--- config.mk ---
export PLATFORM = sky130hd
export DESIGN_NAME = text_glyph_quad_generator_flat
export DESIGN_NICKNAME = d
export VERILOG_FILES = /design/src/hw/rtl/tgq_pkg.sv /design/src/hw/rtl/tgq_if.sv /design/src/hw/rtl/tgq_fifo.sv /design/src/hw/rtl/tgq_front.sv /design/src/hw/rtl/tgq_back.sv /design/src/hw/rtl/text_glyph_quad_generator.sv /design/src/flat_wrapper.sv
export SDC_FILE = /design/constraint.sdc
export NUM_CORES = 1
export LEC_CHECK = 0
export BUFFER_PORTS_ARGS = -buffer_cell sky130_fd_sc_hd__buf_4
export CORE_ASPECT_RATIO = 1.25
export CORE_MARGIN = 4
export CORE_UTILIZATION = 55
export CTS_CLUSTER_SIZE = 40
export DETAILED_ROUTE_END_ITERATION = 6
export PLACE_DENSITY = 0.74
export SLEW_MARGIN = 20
export SYNTH_ARGS = -nofsm -noshare
export SYNTH_HDL_FRONTEND = slang
export SYNTH_HIERARCHICAL = 1
export SYNTH_SLANG_ARGS = --single-unit
export TNS_END_PERCENT = 100
--- constraint.sdc ---
create_clock -name clk -period 7.3 [get_ports clk]
set_input_delay 1.095 -clock clk [delete_from_list [all_inputs] [get_ports clk]]
set_output_delay 1.095 -clock clk [all_outputs]
set_load 0.05 [all_outputs]
--- src/hw/rtl/tgq_pkg.sv ---
`default_nettype none
// ----------------------------------------------------------------------------
// tgq_pkg
// Shared widths, character codes, glyph record type and helper functions
// for the text glyph quad generator.
// ----------------------------------------------------------------------------
package tgq_pkg;

    localparam int POS_W      = 24;             // signed Q15.8 position
    localparam int CODE_W     = 8;
    localparam int SCALE_W    = 16;             // unsigned Q8.8 scale
    localparam int CELL_SHIFT = 3;              // 8x8 texel cells
    localparam int EDGE_W     = SCALE_W + CELL_SHIFT;
    localparam int TEX_W      = 8;

    localparam int ATLAS_COLUMNS = 16;
    localparam int COL_W         = $clog2(ATLAS_COLUMNS);
    localparam int ROW_W         = CODE_W - COL_W;

    localparam logic [CODE_W-1:0]  CODE_NEWLINE         = 8'd10;
    localparam logic [CODE_W-1:0]  CODE_FIRST_PRINTABLE = 8'd32;
    localparam logic [SCALE_W-1:0] SCALE_RESET          = 16'd256;

    localparam int QUEUE_DEPTH = 2;

    // vertex slot within a glyph's two triangles
    localparam int VTX_W = 3;
    localparam logic [VTX_W-1:0] VTX_0    = 3'd0;
    localparam logic [VTX_W-1:0] VTX_1    = 3'd1;
    localparam logic [VTX_W-1:0] VTX_2    = 3'd2;
    localparam logic [VTX_W-1:0] VTX_3    = 3'd3;
    localparam logic [VTX_W-1:0] VTX_4    = 3'd4;
    localparam logic [VTX_W-1:0] VTX_LAST = 3'd5;

    typedef logic signed [POS_W-1:0] pos_t;

    // one printable glyph, ready for vertex expansion
    typedef struct packed {
        pos_t              x0;
        pos_t              y0;
        pos_t              x1;
        pos_t              y1;
        logic [CODE_W-1:0] code;
    } glyph_t;

    typedef struct packed {
        logic empty;
        logic full;
    } q_status_t;

    // position plus a non-negative edge, clamped at the positive limit
    function automatic pos_t sat_add(input pos_t a, input logic [EDGE_W-1:0] e);
        logic signed [POS_W:0] s;
        s = {a[POS_W-1], a} + $signed({{(POS_W+1-EDGE_W){1'b0}}, e});
        if (!s[POS_W] && s[POS_W-1])
            return {1'b0, {(POS_W-1){1'b1}}};
        return s[POS_W-1:0];
    endfunction

    // near and far texel coordinate of an atlas cell
    function automatic logic [TEX_W-1:0] cell_lo(input logic [COL_W-1:0] c);
        return {1'b0, c, {CELL_SHIFT{1'b0}}};
    endfunction

    function automatic logic [TEX_W-1:0] cell_hi(input logic [COL_W-1:0] c);
        logic [COL_W:0] n;
        n = {1'b0, c} + {{COL_W{1'b0}}, 1'b1};
        return {n, {CELL_SHIFT{1'b0}}};
    endfunction

endpackage
`default_nettype wire

--- src/hw/rtl/tgq_if.sv ---
`default_nettype none
// ----------------------------------------------------------------------------
// tgq_if
// Valid/ready channels: character items in, vertex items out.
// ----------------------------------------------------------------------------
interface tgq_char_if;
    logic                                 valid;
    logic                                 ready;
    logic [tgq_pkg::CODE_W-1:0]           char_code;
    logic                                 string_start;
    logic signed [tgq_pkg::POS_W-1:0]     origin_x;
    logic signed [tgq_pkg::POS_W-1:0]     origin_y;

    modport source (output valid, char_code, string_start, origin_x, origin_y,
                    input ready);
    modport sink   (input valid, char_code, string_start, origin_x, origin_y,
                    output ready);
endinterface

interface tgq_vert_if;
    logic                                 valid;
    logic                                 ready;
    logic signed [tgq_pkg::POS_W-1:0]     vert_x;
    logic signed [tgq_pkg::POS_W-1:0]     vert_y;
    logic [tgq_pkg::TEX_W-1:0]            tex_u;
    logic [tgq_pkg::TEX_W-1:0]            tex_v;
    logic                                 last_vertex;

    modport source (output valid, vert_x, vert_y, tex_u, tex_v, last_vertex,
                    input ready);
    modport sink   (input valid, vert_x, vert_y, tex_u, tex_v, last_vertex,
                    output ready);
endinterface
`default_nettype wire

--- src/hw/rtl/tgq_fifo.sv ---
`default_nettype none
// ----------------------------------------------------------------------------
// tgq_fifo
// Small register queue of glyph records between front and back.
// ----------------------------------------------------------------------------
module tgq_fifo #(
    parameter int DEPTH = tgq_pkg::QUEUE_DEPTH
) (
    input  wire logic               clk,
    input  wire logic               rst_n,
    input  wire logic               push,
    input  wire tgq_pkg::glyph_t    push_data,
    input  wire logic               pop,
    output tgq_pkg::glyph_t         head,
    output tgq_pkg::q_status_t      status
);
    localparam int PTR_W = (DEPTH > 1) ? $clog2(DEPTH) : 1;
    localparam int CNT_W = $clog2(DEPTH + 1);
    localparam logic [PTR_W-1:0] PTR_LAST = PTR_W'(DEPTH - 1);
    localparam logic [CNT_W-1:0] CNT_FULL = CNT_W'(DEPTH);

    tgq_pkg::glyph_t  slot_reg [DEPTH];
    logic [PTR_W-1:0] wr_ptr_reg, wr_ptr_next;
    logic [PTR_W-1:0] rd_ptr_reg, rd_ptr_next;
    logic [CNT_W-1:0] count_reg, count_next;
    logic             do_push, do_pop;

    assign status.empty = (count_reg == '0);
    assign status.full  = (count_reg == CNT_FULL);
    assign do_push      = push && !status.full;
    assign do_pop       = pop && !status.empty;
    assign head         = slot_reg[rd_ptr_reg];

    always_comb
    begin
        wr_ptr_next = wr_ptr_reg;
        rd_ptr_next = rd_ptr_reg;
        count_next  = count_reg;
        if (do_push)
            wr_ptr_next = (wr_ptr_reg == PTR_LAST) ? '0 : wr_ptr_reg + 1'b1;
        if (do_pop)
            rd_ptr_next = (rd_ptr_reg == PTR_LAST) ? '0 : rd_ptr_reg + 1'b1;
        if (do_push && !do_pop)
            count_next = count_reg + 1'b1;
        else if (do_pop && !do_push)
            count_next = count_reg - 1'b1;
    end

    always_ff @(posedge clk or negedge rst_n)
    begin
        if (!rst_n)
        begin
            wr_ptr_reg <= '0;
            rd_ptr_reg <= '0;
            count_reg  <= '0;
        end
        else
        begin
            wr_ptr_reg <= wr_ptr_next;
            rd_ptr_reg <= rd_ptr_next;
            count_reg  <= count_next;
        end
    end

    always_ff @(posedge clk)
    begin
        if (do_push)
            slot_reg[wr_ptr_reg] <= push_data;
    end

endmodule
`default_nettype wire

--- src/hw/rtl/tgq_front.sv ---
`default_nettype none
// ----------------------------------------------------------------------------
// tgq_front
// Accepts character items, keeps the text cursor, queues printable glyphs.
// ----------------------------------------------------------------------------
module tgq_front (
    input  wire logic                         clk,
    input  wire logic                         rst_n,
    tgq_char_if.sink                          in_ch,
    input  wire logic [tgq_pkg::EDGE_W-1:0]   edge_len,
    input  wire tgq_pkg::q_status_t           q_status,
    output logic                              push,
    output tgq_pkg::glyph_t                   push_data
);
    tgq_pkg::pos_t cursor_x_reg, cursor_x_next;
    tgq_pkg::pos_t cursor_y_reg, cursor_y_next;
    tgq_pkg::pos_t base_x, base_y, sum_x, sum_y;
    logic          accept, is_newline, is_control;

    assign in_ch.ready = !q_status.full;
    assign accept      = in_ch.valid && in_ch.ready;
    assign is_newline  = (in_ch.char_code == tgq_pkg::CODE_NEWLINE);
    assign is_control  = (in_ch.char_code < tgq_pkg::CODE_FIRST_PRINTABLE);

    // string start reloads the cursor before the character is handled
    assign base_x = in_ch.string_start ? in_ch.origin_x : cursor_x_reg;
    assign base_y = in_ch.string_start ? in_ch.origin_y : cursor_y_reg;
    assign sum_x  = tgq_pkg::sat_add(base_x, edge_len);
    assign sum_y  = tgq_pkg::sat_add(base_y, edge_len);

    assign push           = accept && !is_control;
    assign push_data.x0   = base_x;
    assign push_data.y0   = base_y;
    assign push_data.x1   = sum_x;
    assign push_data.y1   = sum_y;
    assign push_data.code = in_ch.char_code;

    always_comb
    begin
        cursor_x_next = cursor_x_reg;
        cursor_y_next = cursor_y_reg;
        if (accept)
        begin
            if (is_newline)
            begin
                cursor_x_next = '0;
                cursor_y_next = sum_y;
            end
            else
            begin
                cursor_x_next = sum_x;
                cursor_y_next = base_y;
            end
        end
    end

    always_ff @(posedge clk or negedge rst_n)
    begin
        if (!rst_n)
        begin
            cursor_x_reg <= '0;
            cursor_y_reg <= '0;
        end
        else
        begin
            cursor_x_reg <= cursor_x_next;
            cursor_y_reg <= cursor_y_next;
        end
    end

endmodule
`default_nettype wire

--- src/hw/rtl/tgq_back.sv ---
`default_nettype none
// ----------------------------------------------------------------------------
// tgq_back
// Expands the queued glyph into six vertices, one per cycle while the output accepts them, registered out.
// ----------------------------------------------------------------------------
module tgq_back (
    input  wire logic                 clk,
    input  wire logic                 rst_n,
    input  wire tgq_pkg::glyph_t      head,
    input  wire tgq_pkg::q_status_t   q_status,
    output logic                      pop,
    tgq_vert_if.source                out_ch
);
    logic [tgq_pkg::VTX_W-1:0] vtx_reg, vtx_next;
    logic                      out_valid_reg, out_valid_next;
    tgq_pkg::pos_t             vert_x_reg, vert_y_reg;
    logic [tgq_pkg::TEX_W-1:0] tex_u_reg, tex_v_reg;
    logic                      last_reg;
    logic                      advance, emit, use_x1, use_y1, is_last;
    logic [tgq_pkg::COL_W-1:0] col;
    logic [tgq_pkg::ROW_W-1:0] row;

    assign advance = !out_valid_reg || out_ch.ready;
    assign emit    = advance && !q_status.empty;
    assign is_last = (vtx_reg == tgq_pkg::VTX_LAST);
    assign pop     = emit && is_last;

    assign col = head.code[tgq_pkg::COL_W-1:0];
    assign row = head.code[tgq_pkg::CODE_W-1:tgq_pkg::COL_W];

    // corner order: (x0,y0) (x1,y0) (x1,y1) (x0,y0) (x1,y1) (x0,y1)
    always_comb
    begin
        case (vtx_reg)
            tgq_pkg::VTX_0:    begin use_x1 = 1'b0; use_y1 = 1'b0; end
            tgq_pkg::VTX_1:    begin use_x1 = 1'b1; use_y1 = 1'b0; end
            tgq_pkg::VTX_2:    begin use_x1 = 1'b1; use_y1 = 1'b1; end
            tgq_pkg::VTX_3:    begin use_x1 = 1'b0; use_y1 = 1'b0; end
            tgq_pkg::VTX_4:    begin use_x1 = 1'b1; use_y1 = 1'b1; end
            tgq_pkg::VTX_LAST: begin use_x1 = 1'b0; use_y1 = 1'b1; end
            default:           begin use_x1 = 1'b0; use_y1 = 1'b0; end
        endcase
    end

    always_comb
    begin
        out_valid_next = advance ? !q_status.empty : out_valid_reg;
        vtx_next       = vtx_reg;
        if (emit)
            vtx_next = is_last ? tgq_pkg::VTX_0 : vtx_reg + 1'b1;
    end

    always_ff @(posedge clk or negedge rst_n)
    begin
        if (!rst_n)
        begin
            out_valid_reg <= 1'b0;
            vtx_reg       <= tgq_pkg::VTX_0;
        end
        else
        begin
            out_valid_reg <= out_valid_next;
            vtx_reg       <= vtx_next;
        end
    end

    always_ff @(posedge clk)
    begin
        if (emit)
        begin
            vert_x_reg <= use_x1 ? head.x1 : head.x0;
            vert_y_reg <= use_y1 ? head.y1 : head.y0;
            tex_u_reg  <= use_x1 ? tgq_pkg::cell_hi(col) : tgq_pkg::cell_lo(col);
            tex_v_reg  <= use_y1 ? tgq_pkg::cell_hi(row) : tgq_pkg::cell_lo(row);
            last_reg   <= is_last;
        end
    end

    assign out_ch.valid       = out_valid_reg;
    assign out_ch.vert_x      = vert_x_reg;
    assign out_ch.vert_y      = vert_y_reg;
    assign out_ch.tex_u       = tex_u_reg;
    assign out_ch.tex_v       = tex_v_reg;
    assign out_ch.last_vertex = last_reg;

endmodule
`default_nettype wire

--- src/hw/rtl/text_glyph_quad_generator.sv ---
// An item's first vertex passes the queue write and then the vertex output register before
//   it can be accepted, when the back end is idle.
// Printable characters give one vertex per cycle while the output accepts them, set by the
//   single vertex output register of the back end; control codes are not queued.
// Up to QUEUE_DEPTH glyphs wait between the cursor front end and the vertex back end.
// Reset (rst_n low, asynchronous): cursor at zero, glyph scale 256 (1.0), queue empty.
`default_nettype none
// ----------------------------------------------------------------------------
// text_glyph_quad_generator
// Lays out text as textured quads: one cursor front end feeding a vertex
// expansion back end through a short glyph queue.
// ----------------------------------------------------------------------------
module text_glyph_quad_generator #(
    parameter int QUEUE_DEPTH = tgq_pkg::QUEUE_DEPTH
) (
    input  wire logic                          clk,
    input  wire logic                          rst_n,
    tgq_char_if.sink                           in_ch,
    tgq_vert_if.source                         out_ch,
    input  wire logic                          cfg_wr_en,
    input  wire logic [tgq_pkg::SCALE_W-1:0]   cfg_wr_data
);
    // glyph scale register, Q8.8; to be written only while the block is idle, which the block itself does not enforce
    logic [tgq_pkg::SCALE_W-1:0] scale_reg;
    logic [tgq_pkg::EDGE_W-1:0]  edge_len;

    // glyph edge in Q15.8 units is eight times the scale
    assign edge_len = {scale_reg, {tgq_pkg::CELL_SHIFT{1'b0}}};

    always_ff @(posedge clk or negedge rst_n)
    begin
        if (!rst_n)
            scale_reg <= tgq_pkg::SCALE_RESET;
        else if (cfg_wr_en)
            scale_reg <= cfg_wr_data;
    end

    tgq_pkg::glyph_t    push_data;
    tgq_pkg::glyph_t    head;
    tgq_pkg::q_status_t q_status;
    logic               push;
    logic               pop;

    // front end: cursor tracking, saturating corner math, glyph enqueue
    tgq_front u_front (
        .clk       (clk),
        .rst_n     (rst_n),
        .in_ch     (in_ch),
        .edge_len  (edge_len),
        .q_status  (q_status),
        .push      (push),
        .push_data (push_data)
    );

    // glyph queue: decouples character intake from vertex output stalls
    tgq_fifo #(
        .DEPTH (QUEUE_DEPTH)
    ) u_fifo (
        .clk       (clk),
        .rst_n     (rst_n),
        .push      (push),
        .push_data (push_data),
        .pop       (pop),
        .head      (head),
        .status    (q_status)
    );

    // back end: six vertices per glyph, popped as the last one is emitted
    tgq_back u_back (
        .clk      (clk),
        .rst_n    (rst_n),
        .head     (head),
        .q_status (q_status),
        .pop      (pop),
        .out_ch   (out_ch)
    );

`ifndef SYNTHESIS
    // a full queue must hold off character intake
    assert property (@(posedge clk) disable iff (!rst_n)
        q_status.full |-> !in_ch.ready)
        else $error("character accepted while glyph queue full");

    // an accepted printable character has a vertex waiting after the queue write and the
    // vertex register stage: that register is loaded or already holds one
    assert property (@(posedge clk) disable iff (!rst_n)
        (in_ch.valid && in_ch.ready &&
         (in_ch.char_code >= tgq_pkg::CODE_FIRST_PRINTABLE)) |-> ##2 out_ch.valid)
        else $error("printable character produced no vertex");

    // the back end only pops a glyph the queue holds, as it emits its last vertex
    assert property (@(posedge clk) disable iff (!rst_n)
        pop |-> !q_status.empty)
        else $error("glyph popped from empty queue");
`endif

endmodule
`default_nettype wire

--- src/flat_wrapper.sv ---
// flat-port wrapper written by rule: the top's interface ports become plain ports
module text_glyph_quad_generator_flat 
#(
    parameter int QUEUE_DEPTH = tgq_pkg::QUEUE_DEPTH
)
  (clk, rst_n, cfg_wr_en, cfg_wr_data, in_ch_valid, in_ch_char_code, in_ch_string_start, in_ch_origin_x, in_ch_origin_y, in_ch_ready, out_ch_valid, out_ch_vert_x, out_ch_vert_y, out_ch_tex_u, out_ch_tex_v, out_ch_last_vertex, out_ch_ready);
  tgq_char_if in_ch_i ();
  tgq_vert_if out_ch_i ();
  input  wire logic clk;
  input  wire logic rst_n;
  input  wire logic cfg_wr_en;
  input  wire logic [tgq_pkg::SCALE_W-1:0] cfg_wr_data;
  input wire logic [$bits(in_ch_i.valid)-1:0] in_ch_valid;
  input wire logic [$bits(in_ch_i.char_code)-1:0] in_ch_char_code;
  input wire logic [$bits(in_ch_i.string_start)-1:0] in_ch_string_start;
  input wire logic [$bits(in_ch_i.origin_x)-1:0] in_ch_origin_x;
  input wire logic [$bits(in_ch_i.origin_y)-1:0] in_ch_origin_y;
  output wire logic [$bits(in_ch_i.ready)-1:0] in_ch_ready;
  output wire logic [$bits(out_ch_i.valid)-1:0] out_ch_valid;
  output wire logic [$bits(out_ch_i.vert_x)-1:0] out_ch_vert_x;
  output wire logic [$bits(out_ch_i.vert_y)-1:0] out_ch_vert_y;
  output wire logic [$bits(out_ch_i.tex_u)-1:0] out_ch_tex_u;
  output wire logic [$bits(out_ch_i.tex_v)-1:0] out_ch_tex_v;
  output wire logic [$bits(out_ch_i.last_vertex)-1:0] out_ch_last_vertex;
  input wire logic [$bits(out_ch_i.ready)-1:0] out_ch_ready;
  assign in_ch_i.valid = in_ch_valid;
  assign in_ch_i.char_code = in_ch_char_code;
  assign in_ch_i.string_start = in_ch_string_start;
  assign in_ch_i.origin_x = in_ch_origin_x;
  assign in_ch_i.origin_y = in_ch_origin_y;
  assign in_ch_ready = in_ch_i.ready;
  assign out_ch_valid = out_ch_i.valid;
  assign out_ch_vert_x = out_ch_i.vert_x;
  assign out_ch_vert_y = out_ch_i.vert_y;
  assign out_ch_tex_u = out_ch_i.tex_u;
  assign out_ch_tex_v = out_ch_i.tex_v;
  assign out_ch_last_vertex = out_ch_i.last_vertex;
  assign out_ch_i.ready = out_ch_ready;
  text_glyph_quad_generator #(.QUEUE_DEPTH(QUEUE_DEPTH)) u_core (.clk(clk), .rst_n(rst_n), .in_ch(in_ch_i), .out_ch(out_ch_i), .cfg_wr_en(cfg_wr_en), .cfg_wr_data(cfg_wr_data));
endmodule
==> results of run 1 <==
-- per-stage QoR --
step	setup slack (ns)	util	instances	cell area, µm²	total power (W)
2_1_floorplan	0.571	-	1137	16600	0.00637
3_3_place_gp	2.00	0.602	1620	17800	0.00714
3_5_place_dp	1.88	0.602	1620	17800	0.00723
4_1_cts	2.42	0.640	1683	18900	0.00902
5_1_grt	2.16	0.642	1684	18900	0.00945
6_report	2.38	0.642	1684	18900	0.00896
-- worst reg2reg max path: cells and delay by family, from the launching register on --
family	cells	cell delay, ns
AO/OA/AOI/OAI	4	0.78
buffers and inverters	1	0.39
multiplexers	2	1.05
adder cells (fa/ha/maj)	1	0.40
flip-flops	1	0.38
AND/OR/NAND/NOR	3	0.78
-- kinds of logic after synthesis --
family,Yosys count
AO/OA/AOI/OAI,197
XOR/XNOR,46
adder cells (fa/ha/maj),43
buffers and inverters,80
flip-flops,339
multiplexers,218
other,2
AND/OR/NAND/NOR,200
-- Yosys cell counts (4+ instances only) --
master and number:
mux2_4 78, nand2_2 14, a221o_1 7, nand3_1 14, a31oi_1 14, nor2_1 39, mux2i_1 5, clkbuf_1 15
o21ai_0 27, and2_1 6, inv_1 15, o21bai_1 4, a21oi_1 37, buf_12 6, ha_1 41, dfrtp_1 71
edfxtp_1 267, a31oi_2 4, nand2_1 50, xnor2_1 28, buf_2 15, a21o_1 12, nor2b_1 12, a211oi_1 9
o211ai_1 6, nand4_1 7, mux2_2 133, o21a_1 4, o2bb2ai_1 9, nand2b_1 9, and3_1 15, buf_6 8
a22o_1 23, nor3_1 13, and4_1 4, xor2_1 17, buf_4 17, o21ai_1 8
-- per-layer routing --
metal | share of wire | GRT usage | routed length, µm | vias up
li1 | - | - | - | 4538
met2 | 0.49 | 0.362 | 17500 | 275
met5 | 0 | 0 | 0 | -
met3 | 0.057 | 0.0383 | 2040 | 49
met4 | 0.028 | 0.0707 | 1010 | 0
met1 | 0.43 | 0.290 | 15200 | 4902
-- layout make-up --
class / instances / area (µm²)
Clock inverter: 18 / 168
Inverter: 16 / 60.1
Fill cell: 2165 / 10600
Clock buffer: 45 / 956
Sequential cell: 339 / 9820
Tap cell: 396 / 495
Timing Repair Buffer: 152 / 1160
Multi-Input combinational cell: 718 / 6270
-- final timing paths --
| kind | start | end | slack [ns] | cells after the start |
|---|---|---|---|---|
| max | in_ch_string_start | u_core/u_front/cursor_y_reg[7] | 2.38 | 12 |
| min | rst_n | u_core/u_back/vtx_reg[2] | 0.39 | 1 |
| max reg2reg | u_core/u_front/cursor_y_reg[12] | u_core/u_front/cursor_y_reg[7] | 3.41 | 11 |
| min reg2reg | u_core/u_front/cursor_y_reg[23] | u_core/u_front/cursor_y_reg[23] | 0.48 | 2 |
| max in group asynchronous | rst_n | u_core/u_fifo/rd_ptr_reg | 5.97 | 2 |
| min in group clk | u_core/u_front/cursor_y_reg[23] | u_core/u_front/cursor_y_reg[23] | 0.48 | 2 |
-- report_power, final --
group          switching, W  internal (W)  total (W)
Clock              0.000712       0.00103    0.00175
Combinational       0.00225       0.00159    0.00385
Sequential         0.000308       0.00306    0.00337
Total               0.00327       0.00569    0.00896
==> summary.md, run 1 <==
| Metric | Value |
|---|---|
| Async SR Flop Fraction | 0.212 |
| XOR/XNOR Fraction of Synth Area | 0.0248 |
| Global-route wire length before repair | around 56 mm |
| RSZ-0062 raised after global routing | no |
| Hold Worst Slack | slightly below 0.4 ns |
| Simple-Gate Fraction of Synth Area | 0.0622 |
| Max Fanout on Critical Path | 56 |
| DR WL/cell | around 21 µm |
| Synth warn | 6 |
| CTS Hold Bufs | 0 |
| Worst-skew pair later-pin latency | between 0.5 and 0.6 ns |
| Number of global-route vias before repair | approximately 10,000 |
| Max reg flops | approximately 210 |
| Period utilisation layout | 0.674 |
| Die height | between 200 and 250 µm |
| Final Skew | roughly 0.02 ns |
| Most frequent cells in the layout | 267 x edfxtp_1, 150 x buf_4, 133 x mux2_2, 78 x mux2_4, 70 x dfrtp_1 |
| CP arrival | roughly 5.3 ns |
| Largest net degree at the start of global routing | slightly below 70 |
| Grt ovf | 0 |
| Multiplexer share of the synthesized area | 0.166 |
| Initial Util | 0.561 |
| TritonCTS clock tree | yes |
| Most frequent CP cell | buf_4 |
| Worst Path Buf+Inv | 2 |
| Largest family of logic cells by synthesized area | multiplexers |
| Most common cell after layout, fill and taps aside | edfxtp_1 |
| Longest Clk Path Bufs | 3 |
| Biggest area consumer among synthesized cells | edfxtp_1 |
| CP cell instances | buf_4, mux2_2, ha_1, nand4_1, o211ai_1, a21oi_1, or4_4, nor2_4, mux2i_4, buf_4, o21ai_1, a221o_1 |
| Compound-Gate Fraction of Synth Area | 0.0866 |
| DR vias | just under 10,000 |
| Die ar. | ~33,000 µm² |
| Area Overhead vs Synth | 14.3% |
| Share of cells above drive strength 1 | 0.358 |
| Crit path max-delay family | multiplexers |
| Setup-failing EPs final | 0 |
| Nature of the critical path startpoint | primary input |
| GPL Wtd Cong | 0.880 |
| MaxCap Viol Count | 0 |
| Final HPWL DP | 23.3 mm |
| Relative slew margins | 0.284 |
| Antenna Violating Nets Remaining | 0 |
| Port-buffer cells | about 140 |
| Setup Buffers After CTS | 0 |
| Post-route minimum period | a little under 5 ns |
| CORE AREA | about 30,000 µm² |
| Critical path type | in -> reg |
| Synth top area share | 0.484 |
| Via density | just under 6 |
| PD cells | ~470 nW/µm² |
| Clk pin slew, worst setup/hold paths | 0.06 ns |
| Crit-path slowest cell | mux2i_4 |
| Total track usage | 0.217 |
| Initial antenna violation count | 0 |
| Cells after Synth | between 1,000 and 1,500 |
| Drt first pass iters | 5 |
| # rows | 70 |
| Required @ worst endpoint | just under 8 ns |
| Lkg Pwr | roughly 7.4 nW |
| Io pins | around 150 |
| Ys flop type | edfxtp_1 |
| Worst min-delay path class | in -> async |
| Status | complete, no violations |
| Yosys reg bits | approximately 340 |
| Clock sink count | ~340 |
| TNS Setup | 0 ns |
| Antenna diodes | 0 |
| Slew Limit Fails | 0 |
| CTS resizes | 0 |
| Cts bufs inserted | 35 |
| CP Capture Type | flip-flop |
| Mean Syn Cell Area | approximately 15 µm² |
| Initial DRC count | 646 |
| Mapped Area | roughly 17,000 µm² |
| Root Driver | clkbuf_16 |
| Number of synthesized flops with an enable pin | approximately 270 |
| Synth area leaders | edfxtp_1 48%, dfrtp_1 11%, mux2_2 9.0% |
| Seq/Total Area, Yosys | 0.593 |
| Yosys cell types | between 80 and 90 |
| # nets final | 1,383 |
| Die width | roughly 160 µm |
| Maximum clock rate | 203 MHz |
| Peak VDD IR | roughly 0.27 mV |
| Tightest Pin Transition | approximately 1.1 ns |
| Fin. Hold Viols | 0 |
| Post-synthesis adder-cell area fraction | 0.0334 |
| Residual DRC count | 0 |
| Max H-tree Level | 2 |
| CP max stage delay | 0.75 ns |
| Routed Wire Length | ~36 mm |
No activity file was read; power rests on OpenSTA's default activity.
==> run 2, diff against run 1 <==
ABC_AREA = 1   (was default)
PLACE_DENSITY = 0.77   (was 0.74)
clock period = 4.4 ns   (was 7.3 ns; I/O delays follow)
==> summary.md, run 2 <==
| Metric | Value |
|---|---|
| Setup Buffers After CTS | 0 (unchanged) |
| Sw frac | 0.427 (+0.0616) |
| # rows | 73 (+4.3%) |
| Multiplexer share of the synthesized area | 0 (-0.166) |
| Worst-skew pair later-pin latency | 0.52 ns (about the same) |
| Status | complete, no violations |
| Register area | 9820 µm² (about the same) |
| Antenna diodes | 0 (unchanged) |
| Sw power | 0.00634 W (+94%) |
| Die width | 168 µm (+2.9%) |
| Peak VDD IR | 0.943 mV (+250%) |
| TNS Setup | 0 ns (unchanged) |
| Met1 Track Usage GR | 0.390 (+0.0998) |
| Tightest Pin Transition | 0.947 ns (-0.127 ns) |
| Footprint of the multi-input gates | 6510 µm² (+3.9%) |
| Lkg Pwr | 9.57 nW (+29%) |
| Residual DRC count | 0 (unchanged) |
| Critical path type | in -> reg |
| Die height | 208 µm (+3.0%) |
| Synth area leaders | edfxtp_1 46%, nand2_1 21%, dfrtp_1 10% |
| PD cells | 744 nW/µm² (+57%) |
| Met3 Use GR | 0.0374 (-0.000906) |
| Initial Util | 0.555 (-0.00568) |
| GPL Wtd Cong | 0.942 (+7.1%) |
| Post-route insts no fill | 2,580 (+53%) |
| Via density | 5.38 (-7.1%) |
| Drt first pass iters | 6 (+1) |
| Yosys reg bits | 339 (unchanged) |
| # nets final | 2,263 (+64%) |
| Most common cell in the synthesized netlist | nand2_1 |
| Synth warn | 6 (unchanged) |
| Max Fanout on Critical Path | 36 (-36%) |
| Maximum clock rate | approximately 300 MHz |
| Yosys cell types | 40 (-52%) |
| Placed cell area | 18,800 µm² (+5.9%) |
| Initial DRC count | 1,574 (+140%) |
| Global-route wire length before repair | 71.5 mm (+28%) |
| DR vias | 13,892 (+42%) |
| Number of global-route vias before repair | 13,030 (+30%) |
| Seq/Total Area, Yosys | 0.558 (-0.0351) |
| TritonCTS clock tree | yes |
| Async SR Flop Fraction | 0.212 (unchanged) |
| Pint | 0.00851 W (+50%) |
| Share of cells above drive strength 1 | 0.134 (-0.224) |
| Final HPWL DP | 32.3 mm (+39%) |
| Mean Syn Cell Area | 8.73 µm² (-41%) |
| Initial antenna violation count | 0 (unchanged) |
| Pwr Total | 0.0149 W (+66%) |
| Required @ worst endpoint | 4.66 ns (-3.03 ns) |
| Root Driver | clkbuf_16 |
| CTS resizes | 0 (unchanged) |
| Number of synthesized flops with an enable pin | 267 (unchanged) |
| Biggest area consumer among synthesized cells | edfxtp_1 |
| Port-buffer cells | 138 (unchanged) |
| Mapped Area | 17,600 µm² (+6.3%) |
| Total track usage | 0.258 (+0.0408) |
| Period utilisation layout | 0.755 |
| Worst min-delay path class | in -> async |
| Die ar. | 35,000 µm² (+6.0%) |
| Logic pwr share | 0.434 (+0.005) |
| CTS Hold Bufs | 0 (unchanged) |
| Setup-failing EPs final | 0 (unchanged) |
| Most frequent cells in the layout | 973 x nand2_1, 267 x edfxtp_1, 188 x inv_1, 155 x buf_4, 99 x nand3_1 |
| Synth top area share | 0.455 (-0.0287) |
| Relative slew margins | 0.368 (+0.0837) |
| Routed Wire Length | 46.1 mm (+29%) |
| Placed cells | 2,518 (+55%) |
| Largest family of logic cells by synthesized area | simple AND/OR/NAND/NOR gates |
| GRT met2 Usage | 0.390 (+0.0282) |
| Max H-tree Level | 2 (unchanged) |
| Fill cell count | 2,588 (+20%) |
| CORE AREA | 31,700 µm² (+7.4%) |
| Commonest cells in the synthesized netlist | 973 x nand2_1, 267 x edfxtp_1, 190 x inv_1 |
| Post-synthesis adder-cell area fraction | 0.0314 (-0.00198) |
| Cells after Synth | 2,017 (+79%) |
| Grt ovf | 0 (unchanged) |
| Seq pwr share | 0.367 (-0.009) |
| Area Overhead vs Synth | 13.5% |
| Most common cell after layout, fill and taps aside | nand2_1 |
| Longest Clk Path Bufs | 3 (unchanged) |
| Clock sink count | 339 (unchanged) |
| Design Area, Final | 20,000 µm² (+5.5%) |
| Largest net degree at the start of global routing | 105 (+52%) |
| Post-route minimum period | about 3.3 ns |
| Slew Limit Fails | 0 (unchanged) |
| Most Used Layer, Global Route | met2 |
| DR WL/cell | 17.9 µm (-16%) |
| Final Skew | 0.0146 ns (-0.00520 ns) |
| Clock power frac | 0.199 (+0.004) |
| Simple-Gate Fraction of Synth Area | 0.293 (+0.230) |
| Antenna Violating Nets Remaining | 0 (unchanged) |
| XOR/XNOR Fraction of Synth Area | 0.0169 (-0.00786) |
| Compound-Gate Fraction of Synth Area | 0.0254 (-0.0613) |
| Clk pin slew, worst setup/hold paths | 0.06 ns (about the same) |
| CP arrival | 3.58 ns (-1.73 ns) |
| Ys flop type | edfxtp_1 |
| RSZ-0062 raised after global routing | no |
| CP Capture Type | flip-flop |
| Max reg flops | 208 (unchanged) |
| Nature of the critical path startpoint | primary input |
| Io pins | 145 (unchanged) |
| Fin. Hold Viols | 0 (unchanged) |
| Cts bufs inserted | 34 (-2.9%) |
| Hold Worst Slack | 0.194 ns (-0.195 ns) |
| MaxCap Viol Count | 0 (unchanged) |
-- run 2: final cells by class --
| cell class | count | share of cell area |
|---|---|---|
| Inverter | 197 | 0.0375 |
| Sequential cell | 339 | 0.492 |
| Clock inverter | 17 | 0.0106 |
| Timing Repair Buffer | 158 | 0.0613 |
| Tap cell | 412 | 0.0258 |
| Clock buffer | 45 | 0.0472 |
| Multi-Input combinational cell | 1412 | 0.326 |
-- run 2: power by group through the flow --
stage | clock (W) | combinational [W] | sequential, W
2_1_floorplan | 0 | 0.00370 | 0.00638
3_3_place_gp | 0 | 0.00623 | 0.00546
3_5_place_dp | 0 | 0.00637 | 0.00549
4_1_cts | 0.00299 | 0.00640 | 0.00544
5_1_grt | 0.00314 | 0.00705 | 0.00553
6_report | 0.00295 | 0.00646 | 0.00545
-- run 2: path summary, 6_finish.rpt --
kind | slack, ns | depth (start not counted) | to | start
setup / recovery | 1.08 | 13 | u_core/u_fifo/slot_reg[1][41] | in_ch_string_start
hold / removal | 0.19 | 1 | u_core/u_front/cursor_y_reg[22] | rst_n
setup reg to reg | 1.28 | 14 | u_core/u_fifo/slot_reg[0][10] | u_core/u_front/cursor_y_reg[8]
hold reg to reg | 0.49 | 2 | u_core/u_front/cursor_x_reg[2] | u_core/u_front/cursor_x_reg[2]
max in group asynchronous | 3.29 | 2 | u_core/scale_reg[8] | rst_n
min in group clk | 0.34 | 1 | u_core/u_fifo/slot_reg[1][1] | in_ch_char_code[1]
-- run 2: kinds of logic after synthesis --
family / count (synthesis)
adders and majority gates: 43
other: 2
buffers and inverters: 278
AOI/OAI and AO/OA: 86
xor gates and xnor gates: 34
DFF: 339
and+or+nand+nor: 1235
-- run 2: critical path: stages --
cell and delay, ns:
buf_4 0.32, inv_2 0.35, nand2_1 0.16, nand2_1 0.18
ha_1 0.42, a21oi_1 0.10, o21ai_0 0.33, nand3_1 0.21
nand2_2 0.13, nand2_2 0.07, nand3_4 0.24, buf_4 0.29
nand2_4 0.07
-- run 2: metal layers --
metal | share of wire | vias up
met5 | 0 | -
met2 | 0.45 | 737
met4 | 0.029 | 0
met1 | 0.41 | 6458
met3 | 0.10 | 75
li1 | - | 6622
-- run 2: per-stage QoR --
stage / setup slack (ns) / utilization
after floorplan: 0.201 / -
after global placement: 0.717 / 0.594
after detailed placement: 0.669 / 0.594
after CTS: 1.19 / 0.630
after global routing: 0.925 / 0.630
final: 1.08 / 0.630
